==> src/rtl/core/spmq_ram.sv <==
`timescale 1ns / 1ps
// ----------------------------------------------------------------------------
// spmq_ram
// generic single write port ram with registered read
// ----------------------------------------------------------------------------
module spmq_ram #(
	parameter int WIDTH = 8,
	parameter int DEPTH = 64
) (
	input  logic                     clk,
	input  logic                     we,
	input  logic [$clog2(DEPTH)-1:0] waddr,
	input  logic [WIDTH-1:0]         wdata,
	input  logic                     re,
	input  logic [$clog2(DEPTH)-1:0] raddr,
	output logic [WIDTH-1:0]         rdata
);

	logic [WIDTH-1:0] mem [DEPTH];

	always_ff @(posedge clk) begin
		if (we) begin
			mem[waddr] <= wdata;
		end
		if (re) begin
			rdata <= mem[raddr];
		end
	end

endmodule

==> config.mk <==
export PLATFORM = sky130hd
export DESIGN_NAME = spmq_ram
export DESIGN_NICKNAME = d
export VERILOG_FILES = /design/src/rtl/core/spmq_ram.sv
export SDC_FILE = /design/constraint.sdc
export NUM_CORES = 1
export LEC_CHECK = 0
export BUFFER_PORTS_ARGS = -buffer_cell sky130_fd_sc_hd__buf_4
export CAP_MARGIN = 5
export CORE_MARGIN = 2
export CORE_UTILIZATION = 50
export CTS_CLUSTER_SIZE = 16
export DETAILED_ROUTE_END_ITERATION = 16
export PLACE_DENSITY = 0.66
export SYNTH_ARGS = -nofsm -noshare
export SYNTH_HDL_FRONTEND = slang
export SYNTH_SLANG_ARGS = --single-unit
export TNS_END_PERCENT = 100
==> constraint.sdc <==
create_clock -name clk -period 3.15 [get_ports clk]
set_clock_uncertainty 0.05 [all_clocks]
set_input_delay 0.63 -clock clk [delete_from_list [all_inputs] [get_ports clk]]
set_output_delay 0.63 -clock clk [all_outputs]
set_load 0.05 [all_outputs]
==> metrics.txt <==
status=completed; Setup CP Type=in2reg; DR vias=between 9000 and 10000; Fillers=around 3000; largest net degree at the start of global routing=between 60 and 70; total chip power=14.0 mW; initial DRC count=about 1000; Yosys Warn Count=0; worst slew pin tran=731 ps; DRT Pass-1 Iters=5; ANT cells=0; Pleak=between 7 and 8 nW; Vias/cell=between 6 and 7; Max clock buf depth=3; nets=1089; Yosys cell types=39; fraction of layout cells with a size suffix above 1=approximately 30%; most frequent cells in the layout=520 x edfxtp_1, 126 x mux4_2, 115 x buf_4, 83 x nor2_1, 53 x clkbuf_16; Sink Count=520; crit path cell chain=clkbuf_8, buf_12, mux4_2, mux4_2, o21ai_0, nand2_1; clk_lat worst skew=between 500 and 600 ps; hpwl dp=~27000 um; final setup vio count=0; critical path required time=approximately 3400 ps; hold path start=re; syn_area_per_cell=21.5 um^2; Post-CTS Setup Repair Bufs=0; Reg clk slew, reported paths=60 ps; most common cell after layout, fill and taps aside=edfxtp_1; first-pass GRT wire length=approximately 67000 um; # port buffers=30; initial antenna violation count=0; Max Cap Viol=0; Congestion Overflow GR=0; fmax=approximately 390 MHz; Mapped Nets=about 960; Synth Instances=between 900 and 1000; Largest stage delay, worst path=about 570 ps; GRT met1 Usage=32.5%; Critical Path Most Common Cell=mux4_2; setup_tns=0 ps; GR Util All Layers=22.3%; Hold Vio Cnt, Final=0; worst vdd ir=433 uV; RSZ-0062 raised after global routing=no; Max transition margin=51.3%; Die X=205 um; crit start category=input port; post-route ant nets=0; drt total wl=between 40000 and 50000 um; Final GP Congestion=about 0.83; Cell Rows=73; Die ar.=42100 um^2; Die Ht=around 210 um; DR WL/cell=27.5 um; cell family with most CP delay=multiplexers; R2R Path Start=mem[29][6]; IO Pins=31; M2 GR Usage=34.7%; TritonCTS clock tree=done; reg2reg end=rdata[6]; sequential area share after synthesis=between 70 and 80%; Slew Limit Fails=0; Final min period=2540 ps; vias in the first global route=between 9000 and 10000; worst hold path class=in2reg; Post-CTS Hold Buffers=0; mapped cell area=around 20000 um^2; CP max-delay cell=mux4_2; ys async rst share=0%; root buf cell=clkbuf_16; Yosys reg bits=520; EDFF count, synth=520; worst r2r path cells=5; CP Capture Type=register; CP Buf/Inv Count=2; CTS Buf Count=roughly 50; cts repair resizes=0; Worst Path Arrival=2800 ps; Initial Util=between 50% and 60%; reg2reg setup slack=~940 ps; H-tree Lvls=2; area delta synth->final=14.3%; drt drc=0; hold path depth=1; Worst Hold End=rdata[6]; Cell Pwr Density=between 600 and 700 nW/um^2; GR Layer Usage met3=~4.3%; core area=39800 um^2; worst-path fanout max=33; period utilization=80.5%; most crowded layer after global routing=met2; top_reg_cell synth=edfxtp_1
## layout make-up
cell class / count / area (um^2) / area share (%)
multi-input combinational: 369 / 4320 / 18.7
sequential: 520 / 15600 / 67.5
clock inverter: 26 / 139 / 0.600
tap: 525 / 657 / 2.84
clock buffer: 66 / 1380 / 5.94
timing repair buffer: 124 / 1040 / 4.48
## sequential cells by signal, indices dropped and copies added, names as in the netlist
register	flops
mem	512
rdata	8
## cell usage after synthesis, types with 6 or more instances
master | count | area, um^2
nand2b_1 | 7 | 43.8
nor2b_1 | 14 | 87.6
mux2_2 | 13 | 146
mux4_2 | 126 | 2840
nand2_1 | 19 | 71.3
buf_4 | 13 | 97.6
nor2_1 | 83 | 312
o221ai_1 | 8 | 70.1
clkbuf_1 | 17 | 63.8
mux2i_1 | 23 | 230
edfxtp_1 | 520 | 15600
nor3_1 | 7 | 35.0
o22ai_1 | 8 | 50.1
buf_2 | 11 | 55.1
nand3_1 | 13 | 65.1
a221oi_1 | 6 | 52.6
## worst register-to-register path: stages, from the launching register on
cell and delay (ps):
edfxtp_1 400, mux4_2 490, mux2_2 290, o221a_2 280, nor3_1 330, o32ai_1 140
## metal layers
metal	wire [um]	part of all wire, %	vias to the layer above
met5	0	0	-
met4	1170	2.6	0
met3	2910	6.5	81
met2	21500	48	328
met1	19300	43	5216
li1	-	-	4184
## logic make-up (layout without fill, tap and decap cells)
group | after synthesis | in the layout | synth area share [%]
DFF | 520 | 520 | 77.1
muxes | 162 | 162 | 15.9
and+or+nand+nor | 153 | 153 | 3.37
AOI/OAI and AO/OA | 54 | 54 | 2.06
buffers and inverters | 51 | 216 | 1.56
## worst max-delay path by stage
| stage | from | depth (start not counted) | end |
|---|---|---|---|
| after global routing | raddr[0] | 6 | rdata[7] |
| after detailed placement | raddr[0] | 6 | rdata[7] |
| after floorplan | raddr[1] | 7 | rdata[3] |
| after CTS | raddr[0] | 7 | rdata[6] |
| final | raddr[0] | 6 | rdata[7] |
| after global placement | raddr[0] | 6 | rdata[7] |
## through the flow
step                      util (%)  instances  hold slack, ps  cell area [um^2]  setup WS (ps)
final                         58.1       1630             335             23100            613
after global routing          58.1       1630             317             23100            572
after CTS                     58.1       1630             323             23100            647
after detailed placement      54.3       1538             886             21600           36.0
after global placement        54.3       1538             857             21600          -16.4
after floorplan                  -        940             679             20200            664
## report_power, final
group / switching (mW) / total [mW] / internal (mW)
clock network: 2.45 / 5.58 / 3.14
logic: 0.468 / 0.760 / 0.291
registers: 0.0212 / 7.70 / 7.68
total: 2.94 / 14.0 / 11.1
No activity file was read; power rests on OpenSTA's default activity.
