--- src/rtl/core/spmq_pkg.sv ---
`timescale 1ns / 1ps
// ----------------------------------------------------------------------------
// spmq_pkg
// shared types and constants of the slack priority multilevel queue
// ----------------------------------------------------------------------------
package spmq_pkg;

	localparam int LEVEL_W   = 4;
	localparam int TIME_W    = 48;
	localparam int ID_W      = 16;
	localparam int MISS_W    = 7;
	localparam int QL_W      = 6;
	localparam int ITHR_W    = 41;
	localparam int NRES_W    = 6;

	localparam logic [QL_W-1:0]   QL_RESET  = 6'd50;
	localparam logic [TIME_W-1:0] THR_RESET = 48'd50000;
	localparam logic [TIME_W-1:0] THR_MAX   = '1;
	localparam logic [NRES_W-1:0] NRES_LAST = '1;

	localparam logic REG_QUEUE_LIMIT = 1'b0;
	localparam logic REG_INIT_THR    = 1'b1;

	typedef enum logic [1:0] {
		EV_DELIVERED = 2'd0,
		EV_EXPIRED   = 2'd1,
		EV_OVERFLOW  = 2'd2,
		EV_NOTHING   = 2'd3
	} event_t;

	typedef enum logic [3:0] {
		ST_IDLE,
		ST_CLASSIFY,
		ST_ALLOC,
		ST_LINK,
		ST_CHECK,
		ST_SCAN,
		ST_EMPTY,
		ST_POP_RD,
		ST_POP_WB
	} state_t;

	typedef struct packed {
		logic              start;
		logic [TIME_W-1:0] slack;
	} cls_req_t;

	typedef struct packed {
		logic               done;
		logic [LEVEL_W-1:0] level;
	} cls_res_t;

endpackage

--- src/rtl/core/spmq_classify.sv ---
`timescale 1ns / 1ps
// ----------------------------------------------------------------------------
// spmq_classify
// slack threshold walk, one level per cycle while no threshold write comes in, and threshold adaptation
// ----------------------------------------------------------------------------
module spmq_classify import spmq_pkg::*; #(
	parameter int NUM_LEVELS = 8
) (
	input  logic              clk,
	input  logic              arst_n,
	input  cls_req_t          req,
	input  logic [QL_W-1:0]   queue_limit,
	input  logic              thr_wr,
	input  logic [TIME_W-1:0] thr_wdata,
	output cls_res_t          res
);

	localparam logic [LEVEL_W-1:0] TOP_LVL = LEVEL_W'(1);
	localparam logic [LEVEL_W-1:0] BOT_LVL = LEVEL_W'(NUM_LEVELS - 2);

	logic [TIME_W-1:0]  thr_q;
	logic [MISS_W-1:0]  mtop_q;
	logic [MISS_W-1:0]  mbot_q;
	logic               busy_q;
	logic [LEVEL_W-1:0] p_q;
	logic [TIME_W:0]    walk_q;
	logic [TIME_W-1:0]  slack_q;

	logic               lt;
	logic               hit;
	logic [MISS_W-1:0]  mtop_n;
	logic [MISS_W-1:0]  mbot_n;
	logic               grow;
	logic               shrink;
	logic [TIME_W-1:0]  thr_a;
	logic [TIME_W-1:0]  thr_b;

	always_comb begin
		lt     = slack_q[TIME_W-1] || ({1'b0, slack_q} < walk_q);
		hit    = lt || (p_q == BOT_LVL);
		mtop_n = (p_q == TOP_LVL) ? '0 : mtop_q + MISS_W'(1);
		mbot_n = (p_q == BOT_LVL) ? '0 : mbot_q + MISS_W'(1);
		grow   = mtop_n > MISS_W'(queue_limit);
		shrink = mbot_n > MISS_W'(queue_limit);
		thr_a  = thr_q;
		if (grow) begin
			thr_a = thr_q[TIME_W-1] ? THR_MAX : {thr_q[TIME_W-2:0], 1'b0};
		end
		thr_b = thr_a;
		if (shrink) begin
			thr_b = (thr_a[TIME_W-1:1] == '0) ? TIME_W'(1) : {1'b0, thr_a[TIME_W-1:1]};
		end
	end

	always_ff @(posedge clk or negedge arst_n) begin
		if (!arst_n) begin
			thr_q     <= THR_RESET;
			mtop_q    <= '0;
			mbot_q    <= '0;
			busy_q    <= 1'b0;
			p_q       <= TOP_LVL;
			walk_q    <= '0;
			slack_q   <= '0;
			res.done  <= 1'b0;
			res.level <= '0;
		end else begin
			res.done <= !thr_wr && !req.start && busy_q && hit;
			if (thr_wr) begin
				thr_q <= (thr_wdata == '0) ? TIME_W'(1) : thr_wdata;
			end else if (req.start) begin
				busy_q  <= 1'b1;
				p_q     <= TOP_LVL;
				walk_q  <= {1'b0, thr_q};
				slack_q <= req.slack;
			end else if (busy_q) begin
				if (hit) begin
					busy_q    <= 1'b0;
					res.level <= p_q;
					mtop_q    <= grow ? '0 : mtop_n;
					mbot_q    <= shrink ? '0 : mbot_n;
					thr_q     <= thr_b;
				end else begin
					p_q    <= p_q + LEVEL_W'(1);
					walk_q <= walk_q[TIME_W] ? walk_q : {walk_q[TIME_W-1:0], 1'b0};
				end
			end
		end
	end

endmodule

--- config.mk ---
export PLATFORM = sky130hd
export DESIGN_NAME = spmq_classify
export DESIGN_NICKNAME = d
export VERILOG_FILES = /design/src/rtl/core/spmq_pkg.sv /design/src/rtl/core/spmq_classify.sv
export SDC_FILE = /design/constraint.sdc
export NUM_CORES = 1
export LEC_CHECK = 0
export ABC_AREA = 0
export BUFFER_PORTS_ARGS = -buffer_cell sky130_fd_sc_hd__buf_2
export CORE_MARGIN = 2
export CORE_UTILIZATION = 66
export CTS_BUF_LIST = sky130_fd_sc_hd__clkbuf_4 sky130_fd_sc_hd__clkbuf_8
export DETAILED_ROUTE_END_ITERATION = 7
export PLACE_DENSITY = 0.88
export SYNTH_ARGS = -nofsm -noshare
export SYNTH_HDL_FRONTEND = slang
export SYNTH_SLANG_ARGS = --single-unit
--- constraint.sdc ---
create_clock -name clk -period 9.4 [get_ports clk]
set_input_delay 0.47 -clock clk [delete_from_list [all_inputs] [get_ports clk]]
set_output_delay 0.47 -clock clk [all_outputs]
set_load 0.02 [all_outputs]
==> impl_metrics.json, run 1 <==
{
  "critical_path_buf_inv_count": 2,
  "die_w_um": 127.2,
  "grt_use_total_pct": 31.99,
  "period_minus_slack_ns": 3.730,
  "num_antenna_cells": 0,
  "drive_above_1_share_pct": 15.74,
  "synth_area_per_cell_um2": 8.794,
  "power_density_nw_per_um2": 248.6,
  "syn_to_final_growth_pct": 9.781,
  "drt-total-wl_um": 24950,
  "setup_viol": 0,
  "finalNonFillerCells": 1408,
  "cts_buffers": 17,
  "synth.area.top_cells": "dfrtp_1 (40%), nand2_1 (9.6%), ha_1 (8.0%), mux2i_1 (4.8%), a21oi_1 (4.6%)",
  "yosysTopAreaCell": "dfrtp_1",
  "grt_pass1_vias": 8516,
  "critical_path_class": "reg2reg",
  "clock_sink_count": 169,
  "rsz0062_at_grt": "false",
  "worstSetupEndpointType": "register",
  "dp_hpwl_um": 16750,
  "vias": 8971,
  "violations": "DRC",
  "wl_per_cell_um": 17.72,
  "synth_edf_count": 0,
  "drc": 1,
  "mappedNetlistNets": 1309,
  "synth_top_area_share_pct": 40.47,
  "synth_most_common_cell": "nand2_1",
  "rr_startpoint": "walk_q[30]",
  "netlist_area_um2": 10020,
  "slew_viol_final": 0,
  "crit_arrival_ns": 4.12,
  "grt-ovfl-total": 0,
  "maxSlewHeadroom_pct": 15.89,
  "ys_ff_latch": 169,
  "synthMuxAreaShare_pct": 6.633,
  "synth-simple-area-share_pct": 19.21,
  "synthCells": 1139,
  "die_y_um": 127.2,
  "critPathTopFamily": "compound AO/OA/AOI/OAI gates",
  "grt_pass1_wl_um": 41540,
  "status": "finished, violations left",
  "synth_xor_area_share_pct": 0.8745,
  "r2r_end": "walk_q[4]",
  "clk_path_buf_depth": 2,
  "fp.coreArea_um2": 15030,
  "async_reset_ff_share_pct": 100.0,
  "cp-startpoint": "walk_q[30]",
  "h-tree-depth": 4,
  "synth_ff_type": "dfrtp_1",
  "grt_start_max_net_pins": 108,
  "numPlacedInstances": 1376,
  "cts_root_buf": "clkbuf_8",
  "post_cts_buffers": 0,
  "hold_viol_final": 0,
  "initial_core_util_pct": 66.63,
  "ant_nets": 0,
  "worst_path_largest_cell_delay_ns": 0.72,
  "yosysWarnings": 0,
  "port_buffers": 110,
  "synthAdderAreaFrac_pct": 7.995,
  "fmax_mhz": 268.1,
  "worstHoldPathType": "in2async",
  "via_per_inst": 6.371,
  "final.period_utilization_pct": 39.68,
  "finish.instance_area_um2": 11000,
  "synth_top_family_by_area": "simple AND/OR/NAND/NOR gates",
  "p_leak_nw": 5.517,
  "clk_pin_slew_worst_paths_ns": 0.09,
  "reg2reg_depth": 11,
  "crit_slowest_cell": "nor2_4",
  "clk_latency_ns": 0.48,
  "drv_cap": 0,
  "ios": 111,
  "dr.pass1.iters": 8,
  "synth_top_cells_by_count": "nand2_1 (256), dfrtp_1 (162), a21oi_1 (93)",
  "synth_compound_area_share_pct": 17.66,
  "skew_ns": 0.01428,
  "worstSetupStartpointType": "register",
  "ir_drop_uv": 170.7,
  "crit_cells": 11,
  "rrSetupSlack_ns": 5.67,
  "fin_tns_setup_ns": 0,
  "fin_total_pwr_w": 0.002733,
  "place.gp.congestion": 0.8713,
  "postCtsHoldBufs": 0,
  "drtIter0Drc": 1254,
  "fin_nets": 1377,
  "ys_types": 58,
  "antenna_found_initial": 0,
  "crit_required_ns": 9.79,
  "core.rowCount": 45,
  "path_max_fanout": 28,
  "worst_pin_slew_ns": 1.259,
  "path_cells": "inv_1 > ha_1 > a21oi_1 > nor2_1 > a211oi_1 > o211ai_1 > a21oi_2 > a31oi_4 > nor2_4 > buf_4 > mux2i_1",
  "ys_seq_area_share_pct": 42.31,
  "placed_cell_area_um2": 10630,
  "die_area_um2": 16180,
  "cts_tree": "built",
  "cts_resized": 0
}
[where the power goes]
| part | total [W] | internal [W] | switching (W) | leakage [nW] |
|---|---|---|---|---|
| logic | 0.00107 | 0.000432 | 0.000638 | 3.29 |
| registers | 0.00117 | 0.000965 | 0.000209 | 2.05 |
| clock network | 0.000489 | 0.000212 | 0.000277 | 0.179 |
[logic make-up (layout without fill, tap and decap cells)]
| logic type | after synthesis | after routing |
|---|---|---|
| and+or+nand+nor | 442 | 442 |
| AOI/OAI and AO/OA | 262 | 262 |
| DFF | 169 | 169 |
| buffers and inverters | 130 | 211 |
| adders and majority gates | 64 | 64 |
| muxes | 62 | 62 |
| xor gates and xnor gates | 10 | 10 |
[how the worst max path moves through the flow]
stage	slack (ns)	endpoint
floorplan	6.22	thr_q[16]
global placement	5.89	thr_q[0]
global route	5.49	walk_q[4]
detailed placement	5.79	thr_q[0]
finish	5.67	walk_q[4]
CTS	5.75	walk_q[22]
[worst reg2reg max path, stage by stage (launching register included)]
cell and delay [ns]:
dfrtp_1 0.35, inv_1 0.06, ha_1 0.30, a21oi_1 0.15, nor2_1 0.05, a211oi_1 0.31, o211ai_1 0.27, a21oi_2 0.34
a31oi_4 0.22, nor2_4 0.72, buf_4 0.56, mux2i_1 0.30
[routing by layer]
layer	up-vias	share of wire (%)	track usage, %
met5	-	0	0
met4	0	3.8	14.41
met3	69	7.2	6.198
met2	434	47	50.16
met1	4262	42	43.67
li1	4206	-	-
[layout by cell type (no fill, tap or decap), types with 12 or more instances in the layout]
cell	instances
nor2_1	73
nor4_1	23
mux2i_1	48
a22oi_1	28
dfrtp_1	162
nand2_1	256
a21oi_1	92
ha_1	64
a222oi_1	46
buf_2	109
nor3_1	33
o21ai_0	54
buf_4	12
nand4_1	15
clkbuf_8	17
inv_1	57
[per-stage QoR]
step	hold slack [ns]	util, %	setup WS, ns
global route	0.1639	73.14	5.494
detailed placement	0.4672	70.71	5.795
global placement	0.4621	70.71	5.892
finish	0.1228	73.14	5.670
floorplan	0.1744	-	6.223
CTS	0.1589	73.14	5.746
[final cells by class]
type	count	area [um^2]
Sequential cell	169	4238
Fill cell	1117	4038
Timing Repair Buffer	122	646.9
Inverter	57	214.0
Clock buffer	18	241.5
Tap cell	188	235.2
Multi-Input combinational cell	840	5296
Clock inverter	14	123.9
[state kept, by name, indices dropped and copies added (netlist names)]
register / count
walk_q: 49
slack_q: 48
thr_q: 48
mbot_q: 7
mtop_q: 7
res: 5
p_q: 4
busy_q: 1
No activity file was read; power rests on OpenSTA's default activity.
==> run 2: changes to the inputs <==
CORE_UTILIZATION = 55   (was 66)
PLACE_DENSITY = 0.79   (was 0.88)
clock period = 3.34 ns   (was 9.4 ns; I/O delays follow)
==> impl_metrics.json, run 2 (synthesized netlist as in run 1, its figures left out) <==
{
  "grt_pass1_wl_um": 43510,
  "wl_per_cell_um": 17.66,
  "fmax_mhz": 312.2,
  "port_buffers": 110,
  "setup_viol": 0,
  "place.gp.congestion": 0.9000,
  "status": "finished, violations left",
  "ios": 111,
  "die_area_um2": 19310,
  "ir_drop_uv": 388.2,
  "power_density_nw_per_um2": 672.4,
  "drive_above_1_share_pct": 16.90,
  "core.rowCount": 49,
  "drc": 8,
  "skew_ns": 0.01990,
  "rr_startpoint": "p_q[0]",
  "layout.cells.most_common": "nand2_1",
  "path_max_fanout": 23,
  "crit_arrival_ns": 3.61,
  "slew_viol_final": 0,
  "final_util_pct": 66.36,
  "die_w_um": 138.9,
  "worstSetupStartpointType": "register",
  "period_minus_slack_ns": 3.203,
  "hold_viol_final": 0,
  "clk_path_buf_depth": 2,
  "crit_cells": 14,
  "crit_path_frequent_cell": "a21oi_1",
  "maxSlewHeadroom_pct": 31.33,
  "clk_pin_slew_worst_paths_ns": 0.10,
  "grt-ovfl-total": 0,
  "worstSetupEndpointType": "register",
  "crit_slowest_cell": "dfstp_2",
  "worstHoldPathType": "in2reg",
  "grt_use_total_pct": 27.61,
  "final_cell_mix": "nand2_1 (256), dfrtp_1 (162), buf_2 (109), a21oi_1 (91), nor2_1 (72)",
  "reg2reg_depth": 14,
  "crit_required_ns": 3.74,
  "critPathTopFamily": "compound AO/OA/AOI/OAI gates",
  "initial_core_util_pct": 55.95,
  "rrSetupSlack_ns": 0.14,
  "top_regs": "walk_q: 49 flops, slack_q: 48 flops, thr_q: 48 flops",
  "worst_path_largest_cell_delay_ns": 0.57,
  "vias": 9101,
  "fp.coreArea_um2": 17900,
  "dp_hpwl_um": 17970,
  "num-fill-cells": 1425,
  "ant_nets": 0,
  "clock_sink_count": 169,
  "die_y_um": 138.9,
  "critical_path_buf_inv_count": 3,
  "seq_area_um2": 4238,
  "cp-startpoint": "p_q[0]",
  "clk_latency_ns": 0.48,
  "multiInputGateArea_um2": 5331,
  "drt-total-wl_um": 26830,
  "antenna_found_initial": 0,
  "cts_root_buf": "clkbuf_8",
  "grt_pass1_vias": 8656,
  "syn_to_final_growth_pct": 18.61,
  "violations": "DRC",
  "largest_reg_flops": 49,
  "placed_cell_area_um2": 10860,
  "final.period_utilization_pct": 95.90,
  "p_leak_nw": 5.885,
  "hold_depth": 3,
  "h-tree-depth": 4,
  "fin_total_pwr_w": 0.007989,
  "drtIter0Drc": 1252,
  "critical_path_class": "reg2reg",
  "cts_tree": "built",
  "finish.instance_area_um2": 11880,
  "grt_start_max_net_pins": 72,
  "path_cells": "inv_1 > ha_2 > and3_4 > or2_2 > ha_1 > nand3b_1 > a21oi_1 > o21ai_2 > o21a_1 > a311oi_4 > buf_4 > clkbuf_16 > a222oi_1 > a21oi_1",
  "num_antenna_cells": 0,
  "via_per_inst": 5.991,
  "top_register": "walk_q",
  "worst_pin_slew_ns": 1.030,
  "drv_cap": 0,
  "dr.pass1.iters": 8,
  "fin_nets": 1447,
  "hp-start": "thr_wdata[37]",
  "cts_buffers": 17
}
## run 2: changes by cell type in the layout (fill, tap and decap cells not counted), moves of 2 or more
cell | previous run | this run
buf_12 | 0 | 6
clkinv_4 | 3 | 1
clkinv_2 | 4 | 2
dlygate4sd3_1 | 0 | 49
clkbuf_16 | 0 | 2
bufinv_16 | 1 | 3
buf_4 | 12 | 24
clkbuf_4 | 1 | 4
## run 2: through the flow
step	TNS, ns	instances	setup slack [ns]	hold WS, ns
CTS	0	1511	0.005079	0.03036
global route	-0.008368	1519	-0.005681	0.04973
finish	0	1519	0.1370	0.03612
floorplan	0	1139	0.1627	-0.1286
global placement	0	1430	0.1173	0.2242
detailed placement	0	1430	0.02349	0.2198
## run 2: per-layer routing
| layer | GRT usage (%) | routed length, um | vias up |
|---|---|---|---|
| met5 | 0 | 0 | - |
| met4 | 7.709 | 690 | 0 |
| met3 | 4.903 | 1647 | 55 |
| met2 | 46.25 | 12870 | 349 |
| met1 | 37.19 | 11630 | 4348 |
| li1 | - | - | 4349 |
## run 2: final timing paths
check,endpoint
worst max register to register,thr_q[31]
worst max-delay path,thr_q[31]
max in group asynchronous,thr_q[14]
worst min-delay path,thr_q[37]
worst min register to register,slack_q[0]
min in group asynchronous,slack_q[40]
## run 2: what timing repair did
item                       in CTS  in global routing
setup endpoints to repair       0                 48
hold buffers                   49                  0
setup buffers                   0                  6
hold endpoints to repair      112                  0
gates resized for setup         0                  7
## run 2: cell type report
class | count | share of cell area [%]
tap | 229 | 2.412
sequential | 169 | 35.67
multi-input combinational | 841 | 44.88
inverter | 57 | 1.801
timing repair buffer | 191 | 11.76
clock buffer | 21 | 2.222
clock inverter | 11 | 1.253
## run 2: power by group
| group | internal, W | switching (W) |
|---|---|---|
| Clock | 0.000775 | 0.000766 |
| Sequential | 0.00271 | 0.000566 |
| Combinational | 0.00134 | 0.00183 |
| Total | 0.00483 | 0.00316 |
## run 2: worst reg2reg max path: stages (launching register included)
cell       delay (ns)
dfstp_2          0.57
inv_1            0.08
ha_2             0.20
and3_4           0.21
or2_2            0.30
ha_1             0.17
nand3b_1         0.15
a21oi_1          0.22
o21ai_2          0.11
o21a_1           0.14
a311oi_4         0.32
buf_4            0.20
clkbuf_16        0.20
a222oi_1         0.08
a21oi_1          0.20
==> run 3: changes to the inputs <==
PLACE_DENSITY = not set   (was 0.79)
PLACE_DENSITY_LB_ADDON = 0.1   (was not set)
==> impl_metrics.json, run 3 (synthesized netlist as in run 1, its figures left out) <==
{
  "h-tree-depth": 4,
  "reg2reg_depth": 15,
  "hold_depth": 3,
  "maxSlewHeadroom_pct": 32.08,
  "port_buffers": 110,
  "hp-start": "thr_wdata[33]",
  "drc": 7,
  "worstHoldPathType": "in2reg",
  "critical_path_class": "reg2reg",
  "drtIter0Drc": 851,
  "rr_startpoint": "p_q[0]",
  "fp.coreArea_um2": 17900,
  "status": "finished, violations left",
  "grt_use_total_pct": 27.53,
  "multiInputGateArea_um2": 5315,
  "path_max_fanout": 12,
  "top_register": "walk_q",
  "worstSetupStartpointType": "register",
  "path_cells": "inv_1 > ha_1 > and3_2 > or2_2 > ha_1 > nand4_1 > o22a_1 > o21ai_2 > o21a_1 > a311oi_4 > buf_4 > buf_12 > a221o_1 > nand2_1 > o31ai_1",
  "clk_path_buf_depth": 2,
  "slew_viol_final": 0,
  "setup_viol": 0,
  "fin_total_pwr_w": 0.007894,
  "ant_nets": 0,
  "grt_start_max_net_pins": 87,
  "wl_per_cell_um": 17.42,
  "layout.cells.most_common": "nand2_1",
  "num_antenna_cells": 0,
  "r2r_end": "thr_q[46]",
  "violations": "DRC",
  "period_minus_slack_ns": 3.220,
  "top_regs": "walk_q: 49 flops, slack_q: 48 flops, thr_q: 48 flops",
  "num-fill-cells": 1529,
  "syn_to_final_growth_pct": 17.90,
  "seq_area_um2": 4239,
  "cts_buffers": 17,
  "fin_nets": 1444,
  "cts_tree": "built",
  "fin_tns_setup_ns": 0,
  "die_y_um": 138.9,
  "final.period_utilization_pct": 96.40,
  "ios": 111,
  "clock_sink_count": 169,
  "largest_reg_flops": 49,
  "fmax_mhz": 310.6,
  "crit_path_frequent_cell": "ha_1",
  "vias": 8924,
  "drive_above_1_share_pct": 16.78,
  "crit_slowest_cell": "dfstp_2",
  "drt-total-wl_um": 26420,
  "worst_pin_slew_ns": 1.019,
  "rrSetupSlack_ns": 0.12,
  "grt_pass1_vias": 8504,
  "worst_path_largest_cell_delay_ns": 0.57,
  "drv_cap": 0,
  "crit_arrival_ns": 3.56,
  "grt_pass1_wl_um": 43250,
  "via_per_inst": 5.887,
  "grt-ovfl-total": 0,
  "skew_ns": 0.01746,
  "ir_drop_uv": 435.3,
  "clk_latency_ns": 0.48,
  "dr.pass1.iters": 8,
  "die_area_um2": 19310,
  "hold_end": "thr_q[33]",
  "crit_required_ns": 3.68,
  "dp_hpwl_um": 17890,
  "power_density_nw_per_um2": 668.5,
  "hold_viol_final": 0,
  "cts_root_buf": "clkbuf_8",
  "clk_pin_slew_worst_paths_ns": 0.10,
  "die_w_um": 138.9,
  "p_leak_nw": 5.867,
  "initial_core_util_pct": 55.95,
  "core.rowCount": 49,
  "final_cell_mix": "nand2_1 (256), dfrtp_1 (161), buf_2 (109), a21oi_1 (91), nor2_1 (72)",
  "place.gp.congestion": 0.9075,
  "antenna_found_initial": 0,
  "worstSetupEndpointType": "register"
}
-- run 3: changes by cell type in the layout (fill, tap and decap cells not counted), moves of 2 or more --
cell / before / now
buf_4: 24 / 21
clkinv_2: 2 / 4
clkinv_4: 1 / 3
clkinvlp_4: 3 / 1
-- run 3: worst max-delay path: cells and delay by family, from the launching register on --
kind	cells	cell delay, ns
AOI/OAI and AO/OA	6	0.89
adders and majority gates	2	0.47
DFF	1	0.57
buffers and inverters	3	0.43
and+or+nand+nor	4	0.73
-- run 3: per-stage QoR --
stage	instance area (um^2)	util, %	instances	worst slack, ns	hold WS (ns)
detailed placement	10870	60.73	1432	0.08229	0.07940
global route	11810	65.96	1516	-0.01576	0.03738
global placement	10870	60.73	1432	0.1759	0.07763
CTS	11760	65.66	1513	0.06300	0.02268
floorplan	10020	-	1139	0.1627	-0.1286
finish	11810	65.96	1516	0.1203	0.03955
-- run 3: where the power goes --
group	total [W]	internal, W	leakage (nW)	switching (W)
registers	0.00328	0.00271	2.05	0.000566
clock network	0.00148	0.000709	0.204	0.000774
logic	0.00313	0.00131	3.62	0.00182
total	0.00789	0.00474	5.87	0.00316
-- run 3: routing by layer --
metal	GRT usage (%)	wire length [um]	share of wire, %
met5	0	0	0
met4	10.31	757	2.9
met3	4.558	1560	5.9
met2	43.74	12400	47
met1	38.27	11700	44
-- run 3: timing repair --
action	CTS	global route
setup endpoints to repair	0	78
hold buffers	49	0
gates resized for setup	0	7
hold endpoints to repair	78	0
setup buffers	0	1
-- run 3: final cells by class --
type / count / area share [%]
multi-input cells: 841 / 45.01
clock buffers: 21 / 2.289
clock inverters: 11 / 1.038
well taps: 229 / 2.426
repair buffers: 188 / 11.53
flip-flops and latches: 169 / 35.90
inverters: 57 / 1.812
-- run 3: how the worst max path moves through the flow --
stage,start,end,slack [ns],cells after the start
after floorplan,p_q[0],thr_q[16],0.16,15
after global placement,walk_q[22],walk_q[17],0.18,11
after detailed placement,walk_q[22],walk_q[36],0.08,11
after CTS,walk_q[24],walk_q[36],0.06,11
after global routing,p_q[0],thr_q[0],-0.02,14
final,p_q[0],thr_q[46],0.12,15
